`src/rtl/core/agc_pkg.sv`:
```
// agc_pkg: shared widths, reset values, register indexes and the command and
// status structs between the controller and the datapath of the agc core
// no dependencies
package agc_pkg;

    // field widths
    localparam int SAMPLE_W   = 10;
    localparam int PERIOD_W   = 16;
    localparam int NUM_W      = 27;
    localparam int SLOPE_W    = 16;
    localparam int OFFSET_W   = 20;
    localparam int DEN_W      = 27;
    localparam int CODE_W     = 12;
    localparam int CFG_IDX_W  = 3;
    localparam int CFG_DATA_W = 27;

    // default block length of the averager
    localparam int SAMPLES_PER_AVERAGE_DEF = 10;

    // one quotient bit per divider step
    localparam int DIV_STEPS = NUM_W;
    localparam int STEP_W    = $clog2(DIV_STEPS);

    localparam logic [CODE_W-1:0] CODE_MAX = {CODE_W{1'b1}};

    // register indexes on the configuration port
    localparam logic [CFG_IDX_W-1:0] CFG_KEY_PERIOD    = 3'd0;
    localparam logic [CFG_IDX_W-1:0] CFG_GAIN_PERIOD   = 3'd1;
    localparam logic [CFG_IDX_W-1:0] CFG_REPORT_PERIOD = 3'd2;
    localparam logic [CFG_IDX_W-1:0] CFG_GAIN_NUM      = 3'd3;
    localparam logic [CFG_IDX_W-1:0] CFG_GAIN_SLOPE    = 3'd4;
    localparam logic [CFG_IDX_W-1:0] CFG_GAIN_OFFSET   = 3'd5;

    // reset values of the registers
    localparam logic [PERIOD_W-1:0] KEY_PERIOD_RST    = 16'd20;
    localparam logic [PERIOD_W-1:0] GAIN_PERIOD_RST   = 16'd100;
    localparam logic [PERIOD_W-1:0] REPORT_PERIOD_RST = 16'd200;
    localparam logic [NUM_W-1:0]    GAIN_NUM_RST      = 27'd81920000;
    localparam logic [SLOPE_W-1:0]  GAIN_SLOPE_RST    = 16'd290;
    localparam logic [OFFSET_W-1:0] GAIN_OFFSET_RST   = 20'd19629;

    // commands from the controller, at most one per cycle
    typedef struct packed {
        logic capture;
        logic acc;
        logic avg_mul;
        logic avg_latch;
        logic gain_mul;
        logic den_load;
        logic div_step;
        logic gain_wr;
        logic commit;
    } t_cmd;

    typedef struct packed {
        logic gain_fire;
    } t_status;

endpackage

```
`src/rtl/core/agc_ctrl.sv`:
```
// agc_ctrl: sequencer of the agc core, steps one tick request through the
// datapath and owns the request handshakes; depends on agc_pkg
module agc_ctrl (
    input  logic              i_clk,
    input  logic              i_rst_n,
    input  logic              i_in_valid,
    output logic              o_in_ready,
    output logic              o_out_valid,
    input  logic              i_out_ready,
    input  agc_pkg::t_status  i_status,
    output agc_pkg::t_cmd     o_cmd
);

    typedef enum logic [3:0] {
        S_IDLE,
        S_ACC,
        S_AVG_MUL,
        S_AVG_LATCH,
        S_GAIN_MUL,
        S_DEN,
        S_DIV,
        S_GAIN_WR,
        S_DONE
    } t_state;

    t_state                        r_state;
    logic [agc_pkg::STEP_W-1:0]    r_step;
    logic                          r_out_valid;
    logic                          w_out_free;

    assign w_out_free  = !r_out_valid || i_out_ready;
    assign o_in_ready  = (r_state == S_IDLE);
    assign o_out_valid = r_out_valid;

    always_comb begin
        o_cmd = '0;
        unique case (r_state)
            S_IDLE:      o_cmd.capture   = i_in_valid;
            S_ACC:       o_cmd.acc       = 1'b1;
            S_AVG_MUL:   o_cmd.avg_mul   = 1'b1;
            S_AVG_LATCH: o_cmd.avg_latch = 1'b1;
            S_GAIN_MUL:  o_cmd.gain_mul  = 1'b1;
            S_DEN:       o_cmd.den_load  = 1'b1;
            S_DIV:       o_cmd.div_step  = 1'b1;
            S_GAIN_WR:   o_cmd.gain_wr   = 1'b1;
            S_DONE:      o_cmd.commit    = w_out_free;
            default:     o_cmd = '0;
        endcase
    end

    always_ff @(posedge i_clk) begin
        if (!i_rst_n) begin
            r_state     <= S_IDLE;
            r_step      <= '0;
            r_out_valid <= 1'b0;
        end else begin
            if (o_cmd.commit) begin
                r_out_valid <= 1'b1;
            end else if (i_out_ready) begin
                r_out_valid <= 1'b0;
            end

            unique case (r_state)
                S_IDLE: begin
                    if (i_in_valid) begin
                        r_state <= S_ACC;
                    end
                end
                S_ACC:       r_state <= S_AVG_MUL;
                S_AVG_MUL:   r_state <= S_AVG_LATCH;
                S_AVG_LATCH: begin
                    // gain path only on a gain tick
                    if (i_status.gain_fire) begin
                        r_state <= S_GAIN_MUL;
                    end else begin
                        r_state <= S_DONE;
                    end
                end
                S_GAIN_MUL:  r_state <= S_DEN;
                S_DEN: begin
                    r_step  <= '0;
                    r_state <= S_DIV;
                end
                S_DIV: begin
                    if (r_step == agc_pkg::STEP_W'(agc_pkg::DIV_STEPS - 1)) begin
                        r_state <= S_GAIN_WR;
                    end else begin
                        r_step <= r_step + agc_pkg::STEP_W'(1);
                    end
                end
                S_GAIN_WR:   r_state <= S_DONE;
                S_DONE: begin
                    if (w_out_free) begin
                        r_state <= S_IDLE;
                    end
                end
                default:     r_state <= S_IDLE;
            endcase
        end
    end

endmodule

```
`src/rtl/core/agc_dp.sv`:
```
// agc_dp: datapath of the agc core: registers, accumulators, period counters,
// averaging multiplier, gain multiplier and restoring divider; depends on agc_pkg
module agc_dp #(
    parameter int SAMPLES_PER_AVERAGE = agc_pkg::SAMPLES_PER_AVERAGE_DEF
) (
    input  logic                             i_clk,
    input  logic                             i_rst_n,
    input  agc_pkg::t_cmd                    i_cmd,
    output agc_pkg::t_status                 o_status,
    input  logic                             i_cfg_wr,
    input  logic [agc_pkg::CFG_IDX_W-1:0]    i_cfg_index,
    input  logic [agc_pkg::CFG_DATA_W-1:0]   i_cfg_data,
    input  logic [agc_pkg::SAMPLE_W-1:0]     i_level_sample,
    input  logic [agc_pkg::SAMPLE_W-1:0]     i_aux_sample,
    input  logic                             i_key_pressed,
    output logic [agc_pkg::SAMPLE_W-1:0]     o_level_average,
    output logic [agc_pkg::SAMPLE_W-1:0]     o_aux_average,
    output logic                             o_mode,
    output logic [agc_pkg::CODE_W-1:0]       o_gain_code,
    output logic                             o_gain_update,
    output logic                             o_report_strobe
);

    localparam int SW = agc_pkg::SAMPLE_W;
    localparam int PW = agc_pkg::PERIOD_W;
    localparam int NW = agc_pkg::NUM_W;
    localparam int DW = agc_pkg::DEN_W;
    localparam int CW = agc_pkg::CODE_W;

    // block sum and count widths
    localparam int SUM_W = $clog2(SAMPLES_PER_AVERAGE * ((1 << SW) - 1) + 1);
    localparam int CNT_W = $clog2(SAMPLES_PER_AVERAGE + 1);
    localparam logic [CNT_W-1:0] CNT_END = CNT_W'(SAMPLES_PER_AVERAGE);

    // floor(sum / n) as (sum * ceil(2^sh / n)) >> sh, exact for every sum below 2^SUM_W
    localparam int SH     = SUM_W + $clog2(SAMPLES_PER_AVERAGE);
    localparam int M_W    = SUM_W + 2;
    localparam int RECIP  = ((1 << SH) + SAMPLES_PER_AVERAGE - 1) / SAMPLES_PER_AVERAGE;
    localparam int PROD_W = SUM_W + M_W;
    localparam int GP_W   = agc_pkg::SLOPE_W + SW;

    // configuration registers
    logic [PW-1:0]                  r_key_period;
    logic [PW-1:0]                  r_gain_period;
    logic [PW-1:0]                  r_report_period;
    logic [NW-1:0]                  r_gain_num;
    logic [agc_pkg::SLOPE_W-1:0]    r_gain_slope;
    logic [agc_pkg::OFFSET_W-1:0]   r_gain_offset;

    // captured request
    logic [SW-1:0]                  r_lvl_in;
    logic [SW-1:0]                  r_aux_in;
    logic                           r_key_in;

    // tick state
    logic [SUM_W-1:0]               r_lvl_sum;
    logic [SUM_W-1:0]               r_aux_sum;
    logic [CNT_W-1:0]               r_cnt;
    logic                           r_avg_due;
    logic [SW-1:0]                  r_lvl_avg;
    logic [SW-1:0]                  r_aux_avg;
    logic [PW-1:0]                  r_key_tick;
    logic [PW-1:0]                  r_gain_tick;
    logic [PW-1:0]                  r_rep_tick;
    logic                           r_key_prev;
    logic                           r_mode;
    logic [CW-1:0]                  r_gain_code;
    logic                           r_gain_fire;
    logic                           r_rep_fire;

    // arithmetic
    logic [PROD_W-1:0]              r_lvl_prod;
    logic [PROD_W-1:0]              r_aux_prod;
    logic [GP_W-1:0]                r_gprod;
    logic [DW-1:0]                  r_den;
    logic [DW-1:0]                  r_rem;
    logic [NW-1:0]                  r_quo;

    // result register
    logic [SW-1:0]                  r_out_lvl;
    logic [SW-1:0]                  r_out_aux;
    logic                           r_out_mode;
    logic [CW-1:0]                  r_out_code;
    logic                           r_out_gain_upd;
    logic                           r_out_rep;

    logic [SUM_W-1:0]               w_lvl_next;
    logic [SUM_W-1:0]               w_aux_next;
    logic [CNT_W-1:0]               w_cnt_next;
    logic [PW:0]                    w_key_tick;
    logic [PW:0]                    w_gain_tick;
    logic [PW:0]                    w_rep_tick;
    logic [DW:0]                    w_shift;
    logic [DW+1:0]                  w_diff;
    logic                           w_fits;
    logic [CW-1:0]                  w_code_sat;

    // period counter step: msb is the event, the rest the next count
    function automatic logic [PW:0] f_tick(input logic [PW-1:0] cnt,
                                           input logic [PW-1:0] period);
        logic [PW:0] nxt;
        nxt = {1'b0, cnt} + (PW+1)'(1);
        if (nxt >= {1'b0, period}) begin
            f_tick = {1'b1, {PW{1'b0}}};
        end else begin
            f_tick = {1'b0, nxt[PW-1:0]};
        end
    endfunction

    assign w_lvl_next  = r_lvl_sum + SUM_W'(r_lvl_in);
    assign w_aux_next  = r_aux_sum + SUM_W'(r_aux_in);
    assign w_cnt_next  = r_cnt + CNT_W'(1);
    assign w_key_tick  = f_tick(r_key_tick, r_key_period);
    assign w_gain_tick = f_tick(r_gain_tick, r_gain_period);
    assign w_rep_tick  = f_tick(r_rep_tick, r_report_period);

    // restoring divider step; a zero divisor gives all ones and so saturates
    assign w_shift    = {r_rem, r_quo[NW-1]};
    assign w_diff     = {1'b0, w_shift} - {2'b00, r_den};
    assign w_fits     = !w_diff[DW+1];
    assign w_code_sat = (|r_quo[NW-1:CW]) ? agc_pkg::CODE_MAX : r_quo[CW-1:0];

    assign o_status.gain_fire = r_gain_fire;

    // configuration registers
    always_ff @(posedge i_clk) begin
        if (!i_rst_n) begin
            r_key_period    <= agc_pkg::KEY_PERIOD_RST;
            r_gain_period   <= agc_pkg::GAIN_PERIOD_RST;
            r_report_period <= agc_pkg::REPORT_PERIOD_RST;
            r_gain_num      <= agc_pkg::GAIN_NUM_RST;
            r_gain_slope    <= agc_pkg::GAIN_SLOPE_RST;
            r_gain_offset   <= agc_pkg::GAIN_OFFSET_RST;
        end else if (i_cfg_wr) begin
            unique case (i_cfg_index)
                agc_pkg::CFG_KEY_PERIOD:    r_key_period    <= i_cfg_data[PW-1:0];
                agc_pkg::CFG_GAIN_PERIOD:   r_gain_period   <= i_cfg_data[PW-1:0];
                agc_pkg::CFG_REPORT_PERIOD: r_report_period <= i_cfg_data[PW-1:0];
                agc_pkg::CFG_GAIN_NUM:      r_gain_num      <= i_cfg_data[NW-1:0];
                agc_pkg::CFG_GAIN_SLOPE:
                    r_gain_slope  <= i_cfg_data[agc_pkg::SLOPE_W-1:0];
                agc_pkg::CFG_GAIN_OFFSET:
                    r_gain_offset <= i_cfg_data[agc_pkg::OFFSET_W-1:0];
                default: ;
            endcase
        end
    end

    // tick state
    always_ff @(posedge i_clk) begin
        if (!i_rst_n) begin
            r_lvl_sum   <= '0;
            r_aux_sum   <= '0;
            r_cnt       <= '0;
            r_avg_due   <= 1'b0;
            r_lvl_avg   <= '0;
            r_aux_avg   <= '0;
            r_key_tick  <= '0;
            r_gain_tick <= '0;
            r_rep_tick  <= '0;
            r_key_prev  <= 1'b0;
            r_mode      <= 1'b0;
            r_gain_code <= '0;
            r_gain_fire <= 1'b0;
            r_rep_fire  <= 1'b0;
        end else begin
            if (i_cmd.acc) begin
                r_lvl_sum   <= w_lvl_next;
                r_aux_sum   <= w_aux_next;
                r_avg_due   <= (w_cnt_next >= CNT_END);
                r_cnt       <= (w_cnt_next >= CNT_END) ? '0 : w_cnt_next;
                r_rep_tick  <= w_rep_tick[PW-1:0];
                r_rep_fire  <= w_rep_tick[PW];
                r_gain_tick <= w_gain_tick[PW-1:0];
                r_gain_fire <= w_gain_tick[PW];
                r_key_tick  <= w_key_tick[PW-1:0];
                if (w_key_tick[PW]) begin
                    if (r_key_in && !r_key_prev) begin
                        r_mode <= ~r_mode;
                    end
                    r_key_prev <= r_key_in;
                end
            end
            // block complete: sums go to the multiplier and restart
            if (i_cmd.avg_mul && r_avg_due) begin
                r_lvl_sum <= '0;
                r_aux_sum <= '0;
            end
            if (i_cmd.avg_latch && r_avg_due) begin
                r_lvl_avg <= r_lvl_prod[SH +: SW];
                r_aux_avg <= r_aux_prod[SH +: SW];
            end
            if (i_cmd.gain_wr) begin
                r_gain_code <= w_code_sat;
            end
        end
    end

    // arithmetic and request payload
    always_ff @(posedge i_clk) begin
        if (i_cmd.capture) begin
            r_lvl_in <= i_level_sample;
            r_aux_in <= i_aux_sample;
            r_key_in <= i_key_pressed;
        end
        if (i_cmd.avg_mul) begin
            r_lvl_prod <= PROD_W'(r_lvl_sum) * PROD_W'(RECIP);
            r_aux_prod <= PROD_W'(r_aux_sum) * PROD_W'(RECIP);
        end
        if (i_cmd.gain_mul) begin
            r_gprod <= GP_W'(r_gain_slope) * GP_W'(r_lvl_avg);
        end
        if (i_cmd.den_load) begin
            r_den <= DW'(r_gprod) + DW'(r_gain_offset);
            r_rem <= '0;
            r_quo <= r_gain_num;
        end
        if (i_cmd.div_step) begin
            r_rem <= w_fits ? w_diff[DW-1:0] : w_shift[DW-1:0];
            r_quo <= {r_quo[NW-2:0], w_fits};
        end
        if (i_cmd.commit) begin
            r_out_lvl      <= r_lvl_avg;
            r_out_aux      <= r_aux_avg;
            r_out_mode     <= r_mode;
            r_out_code     <= r_gain_code;
            r_out_gain_upd <= r_gain_fire;
            r_out_rep      <= r_rep_fire;
        end
    end

    assign o_level_average = r_out_lvl;
    assign o_aux_average   = r_out_aux;
    assign o_mode          = r_out_mode;
    assign o_gain_code     = r_out_code;
    assign o_gain_update   = r_out_gain_upd;
    assign o_report_strobe = r_out_rep;

endmodule

```
`src/rtl/core/agc_average_and_gain_code_core.sv`:
```
// agc_average_and_gain_code_core: top level of the agc core, joins the
// sequencer and the datapath; depends on agc_pkg, agc_ctrl and agc_dp
//
// usage
// - one input request is one 5 ms tick: level and aux converter samples plus
//   the key level, taken when i_in_valid and o_in_ready are both high
// - each tick gives exactly one result request: latest block averages, mode,
//   gain code, a gain update flag and a report strobe
// - o_in_ready is high only while the sequencer is idle; one tick is worked
//   on at a time
// - from input accept to o_out_valid a plain tick runs the accumulate,
//   average multiply, average latch and commit steps; a gain tick adds
//   gain multiply, denominator load, the restoring divider at one quotient
//   bit per cycle and gain code write; o_in_ready rises with o_out_valid
// - the result sits in an output register: a stalled receiver does not block
//   the next input accept, but the following result waits until the
//   register is taken
// - configuration writes are always accepted (o_cfg_ready high) and must be
//   made while the core is idle; an index beyond the list is ignored
// - synchronous active-low reset returns all registers to their defaults
//   and clears sums, counters, averages, mode and gain code
module agc_average_and_gain_code_core #(
    parameter int SAMPLES_PER_AVERAGE = agc_pkg::SAMPLES_PER_AVERAGE_DEF
) (
    input  logic                             i_clk,
    input  logic                             i_rst_n,
    // configuration write channel
    input  logic                             i_cfg_valid,
    output logic                             o_cfg_ready,
    input  logic [agc_pkg::CFG_IDX_W-1:0]    i_cfg_index,
    input  logic [agc_pkg::CFG_DATA_W-1:0]   i_cfg_data,
    // tick input channel
    input  logic                             i_in_valid,
    output logic                             o_in_ready,
    input  logic [agc_pkg::SAMPLE_W-1:0]     i_level_sample,
    input  logic [agc_pkg::SAMPLE_W-1:0]     i_aux_sample,
    input  logic                             i_key_pressed,
    // result channel
    output logic                             o_out_valid,
    input  logic                             i_out_ready,
    output logic [agc_pkg::SAMPLE_W-1:0]     o_level_average,
    output logic [agc_pkg::SAMPLE_W-1:0]     o_aux_average,
    output logic                             o_mode,
    output logic [agc_pkg::CODE_W-1:0]       o_gain_code,
    output logic                             o_gain_update,
    output logic                             o_report_strobe
);

    agc_pkg::t_cmd     w_cmd;
    agc_pkg::t_status  w_status;

    // registers are plain flops, a write never has to wait
    assign o_cfg_ready = 1'b1;

    // sequencer: a state per datapath step, 27 divider steps share one state
    agc_ctrl u_ctrl (
        .i_clk       (i_clk),
        .i_rst_n     (i_rst_n),
        .i_in_valid  (i_in_valid),
        .o_in_ready  (o_in_ready),
        .o_out_valid (o_out_valid),
        .i_out_ready (i_out_ready),
        .i_status    (w_status),
        .o_cmd       (w_cmd)
    );

    // datapath: sums, counters, multipliers, divider and the result register
    agc_dp #(
        .SAMPLES_PER_AVERAGE (SAMPLES_PER_AVERAGE)
    ) u_dp (
        .i_clk           (i_clk),
        .i_rst_n         (i_rst_n),
        .i_cmd           (w_cmd),
        .o_status        (w_status),
        .i_cfg_wr        (i_cfg_valid && o_cfg_ready),
        .i_cfg_index     (i_cfg_index),
        .i_cfg_data      (i_cfg_data),
        .i_level_sample  (i_level_sample),
        .i_aux_sample    (i_aux_sample),
        .i_key_pressed   (i_key_pressed),
        .o_level_average (o_level_average),
        .o_aux_average   (o_aux_average),
        .o_mode          (o_mode),
        .o_gain_code     (o_gain_code),
        .o_gain_update   (o_gain_update),
        .o_report_strobe (o_report_strobe)
    );

`ifndef NO_ASSERTIONS
    // a taken tick makes the core busy on the next cycle
    a_busy_after_accept : assert property (@(posedge i_clk) disable iff (!i_rst_n)
        (i_in_valid && o_in_ready) |=> !o_in_ready)
        else $error("input still ready right after a tick was accepted");

    // the sequencer drives at most one datapath step per cycle
    a_one_cmd : assert property (@(posedge i_clk) disable iff (!i_rst_n)
        $onehot0(w_cmd))
        else $error("more than one datapath command in a cycle");

    // the divider only runs on a gain tick
    a_div_on_gain : assert property (@(posedge i_clk) disable iff (!i_rst_n)
        w_cmd.div_step |-> w_status.gain_fire)
        else $error("divider stepping without a gain event");
`endif

endmodule

```
`config.mk`:
```
export PLATFORM = sky130hd
export DESIGN_NAME = agc_average_and_gain_code_core
export DESIGN_NICKNAME = d
export VERILOG_FILES = /design/src/rtl/core/agc_pkg.sv /design/src/rtl/core/agc_ctrl.sv /design/src/rtl/core/agc_dp.sv /design/src/rtl/core/agc_average_and_gain_code_core.sv
export SDC_FILE = /design/constraint.sdc
export NUM_CORES = 2
export LEC_CHECK = 0
export ABC_AREA = 1
export BUFFER_PORTS_ARGS = -buffer_cell sky130_fd_sc_hd__buf_4
export CAP_MARGIN = 20
export CORE_MARGIN = 4
export CORE_UTILIZATION = 43
export CTS_CLUSTER_DIAMETER = 100
export DETAILED_ROUTE_END_ITERATION = 10
export PLACE_DENSITY = 0.61
export SLEW_MARGIN = 20
export SYNTH_ARGS = -nofsm -noshare
export SYNTH_HDL_FRONTEND = slang
export SYNTH_SLANG_ARGS = --single-unit
```
`constraint.sdc`:
```
create_clock -name i_clk -period 16.4 [get_ports i_clk]
set_clock_uncertainty 0.2 [all_clocks]
set_input_delay 3.28 -clock i_clk [delete_from_list [all_inputs] [get_ports i_clk]]
set_output_delay 3.28 -clock i_clk [all_outputs]
set_load 0.005 [all_outputs]
```
==> qor.yml <==
detailed_routing:
  antenna_left: 0
  route.vias.total: 27700
  route.detailed.drc: 0
  drt-vias-per-instance: 4.89
  firstDrtPassIters: 5
  routed_wl_um: 85100
  routedWlPerCell_um: 15.0
  drt_iter0_markers: 1422
synth:
  synth_area_leader_cell: "edfxtp_1"
  synthTopCellsByArea: "edfxtp_1, dfxtp_1, ha_1"
  async_flop_share_pct: 0
  ys_types: 58
  synth_cells: 4511
  syn_nets: 5178
  syn-cell-area_um2: 35100
  synth_seq_cells: 421
  synth-main-ff-cell: "dfxtp_1"
  synth-edff-count: 183
  post-synth-top-area-fraction_pct: 15.6
  syn_area_per_cell_um2: 7.79
  ys_seq_area_share_pct: 29.2
  yosysWarningCount: 0
worst_setup_path:
  ff2ff_path_depth: 18
  cp_common_cell: "fa_1"
  cp_max_fo: 18
  critPathRequiredTime_ns: 16.58
  r2r_end: "u_dp.r_gprod[24]"
  r2r_setup_slack_ns: 10.73
  worst_setup_path_end_kind: "flop"
  crit_chain: "nand2_1, fa_1, inv_1, fa_1, fa_1, fa_1, inv_1, fa_1, inv_1, ha_1, a21oi_1, o21ai_0, a21oi_1, o21ai_0, a21oi_1, inv_1, nand2_1, nand2_1"
  critPathKind: "reg2reg"
  start_kind: "flop"
  path_delay_family: "adder cells"
  worstPathArrival_ns: 5.85
  crit_slowest_cell: "dfxtp_1"
  rr_startpoint: "u_dp.r_lvl_avg[3]"
  path_buf_inv: 4
  max_stage_delay_ns: 0.78
clock_tree:
  cts_setup_buffers: 0
  cts_tree: "yes"
  cts_resized: 0
  clk_latency_ns: 0.63
  cts_max_level: 2
  cts_hold_buf: 0
  clk_path_buf_depth: 3
  cts-root-buf: "clkbuf_16"
  numCtsBuffers: 52
  clkTransAtPathRegs_ns: 0.06
  cts_sinks: 421
hold_path:
  hp-start: "u_dp.r_aux_avg[7]"
  whs_endpoint: "u_dp.o_aux_average[7]"
  hold_class: "reg2reg"
  whs_path_depth: 0
global_routing:
  grt_max_degree: 73
  antenna_found_initial: 0
  grt_pass1_vias: 27400
  grt_pass1_wl_um: 140000
  track_usage_pct: 19.9
  grt_overflow: 0
timing:
  finalSetupTns_ns: 0
  tightest_slew_ns: 0.896
  slew_headroom_pct: 40.0
  rsz0062_at_grt: "false"
  final_max_slew_viol_count: 0
  post-route-min-period_ns: 5.67
  finalHoldViolCount: 0
  setup_viol: 0
  finalCritPeriodShare_pct: 34.6
  fmax_mhz: 176
job:
  maxCapViolCount: 0
finish:
  regArea_um2: 10300
  multi_input_area_um2: 21000
  diodes: 0
  area_delta_synth_final_pct: 10.0
  utilization_pct: 47.8
  final_cell_mix: "nand2_1, inv_1, nor2_1"
  final_common_cell: "nand2_1"
  drive_gt1_share_pct: 6.21
  fillers: 7987
  finalNetCount: 5231
floorplanning:
  dieHeight_um: 294
  row_count: 104
  die-area_um2: 86400
  coreArea_um2: 80800
  fp.dieW_um: 294
  start_util_pct: 43.5
  pin_count: 94
power:
  ir_worst_vdd_v: 0.0000895
  power_density_nw_per_um2: 86.2
  p_leak_nw: 19.8
placement:
  numPortBuffers: 92
  hpwl_um: 66600
  place_congestion: 0.898
run_status:
  status: "complete, no violations"
[cell usage after synthesis, types with 7 or more instances]
cell type    n
a21boi_0    10
a21o_1      12
a21oi_1    243
a31oi_1      8
buf_2       17
clkbuf_1    85
dfxtp_1    238
edfxtp_1   183
fa_1       234
ha_1       377
inv_1      901
inv_2       12
nand2_1    955
nand2_2     11
nand3_1    157
nand3b_1     7
nand4_1     55
nor2_1     453
nor2_2      25
nor3_1      46
nor4_1      12
o211ai_1    13
o21a_1      14
o21ai_0    205
o21ai_1     15
o21bai_1    32
o31ai_1     12
or2_2       15
xnor2_1     25
xor2_1      91
[layer usage]
layer | vias to the layer above | GRT usage [%] | share of wire (%) | wire, µm
li1 | 14300 | - | - | -
met3 | 118 | 2.74 | 4.9 | 4160
met4 | 0 | 4.88 | 2.4 | 2070
met1 | 12800 | 26.7 | 46 | 38800
met2 | 492 | 33.9 | 47 | 40000
met5 | - | 0 | 0 | 0
[worst max-delay path by stage]
| stage | endpoint | slack [ns] | cells after the start | start |
|---|---|---|---|---|
| after floorplan | u_dp.o_aux_average[0] | 8.98 | 2 | i_out_ready |
| after global placement | u_dp.r_gain_offset[1] | 10.56 | 8 | i_cfg_index[0] |
| after detailed placement | u_dp.r_aux_sum[10] | 10.68 | 7 | i_rst_n |
| after CTS | u_dp.r_gprod[24] | 10.74 | 18 | u_dp.r_lvl_avg[9] |
| after global routing | u_dp.r_gprod[24] | 10.36 | 18 | u_dp.r_lvl_avg[8] |
| final | u_dp.r_gprod[24] | 10.73 | 18 | u_dp.r_lvl_avg[3] |
[where the power goes]
part           total [mW]  internal (mW)  leakage [nW]  switching [mW]
logic               0.939          0.341          15.3           0.598
registers            1.18           1.14          3.64          0.0410
clock network        1.22          0.729         0.901           0.487
[final cells by class]
| cell class | instances | area share (%) |
|---|---|---|
| multi-input combinational | 3064 | 54.2 |
| sequential | 421 | 26.5 |
| inverter | 915 | 8.90 |
| clock buffer | 68 | 3.76 |
| tap | 1060 | 3.43 |
| timing repair buffer | 110 | 2.14 |
| clock inverter | 29 | 1.03 |
[cell families after synthesis]
group / synth area share, %
simple gates: 20.8
buf+inv: 11.2
fa+ha+maj: 26.8
compound gates: 9.09
flops: 29.2
xor+xnor: 2.89
mux: 0.0855
other cells: 0.0107
[sequential cells by signal, summed over array words and instances (netlist names), 20 cells and up]
signal / count
u_dp.r_den: 27
u_dp.r_gain_offset: 20
u_dp.r_rem: 27
u_dp.r_quo: 27
u_dp.r_gprod: 26
u_dp.r_gain_num: 27
[per-stage QoR]
step | cell area (µm²) | power, mW | worst slack [ns] | hold WS, ns | instances
final | 38700 | 3.33 | 10.73 | 0.228 | 5667
after global routing | 38700 | 3.58 | 10.36 | 0.239 | 5667
after CTS | 38700 | 3.38 | 10.74 | 0.230 | 5667
after detailed placement | 36800 | 2.15 | 10.68 | 0.215 | 5570
after global placement | 36800 | 2.14 | 10.56 | 0.214 | 5569
after floorplan | 35100 | 1.89 | 8.98 | 0.206 | 4511
Power figures use the tool's default switching activity.
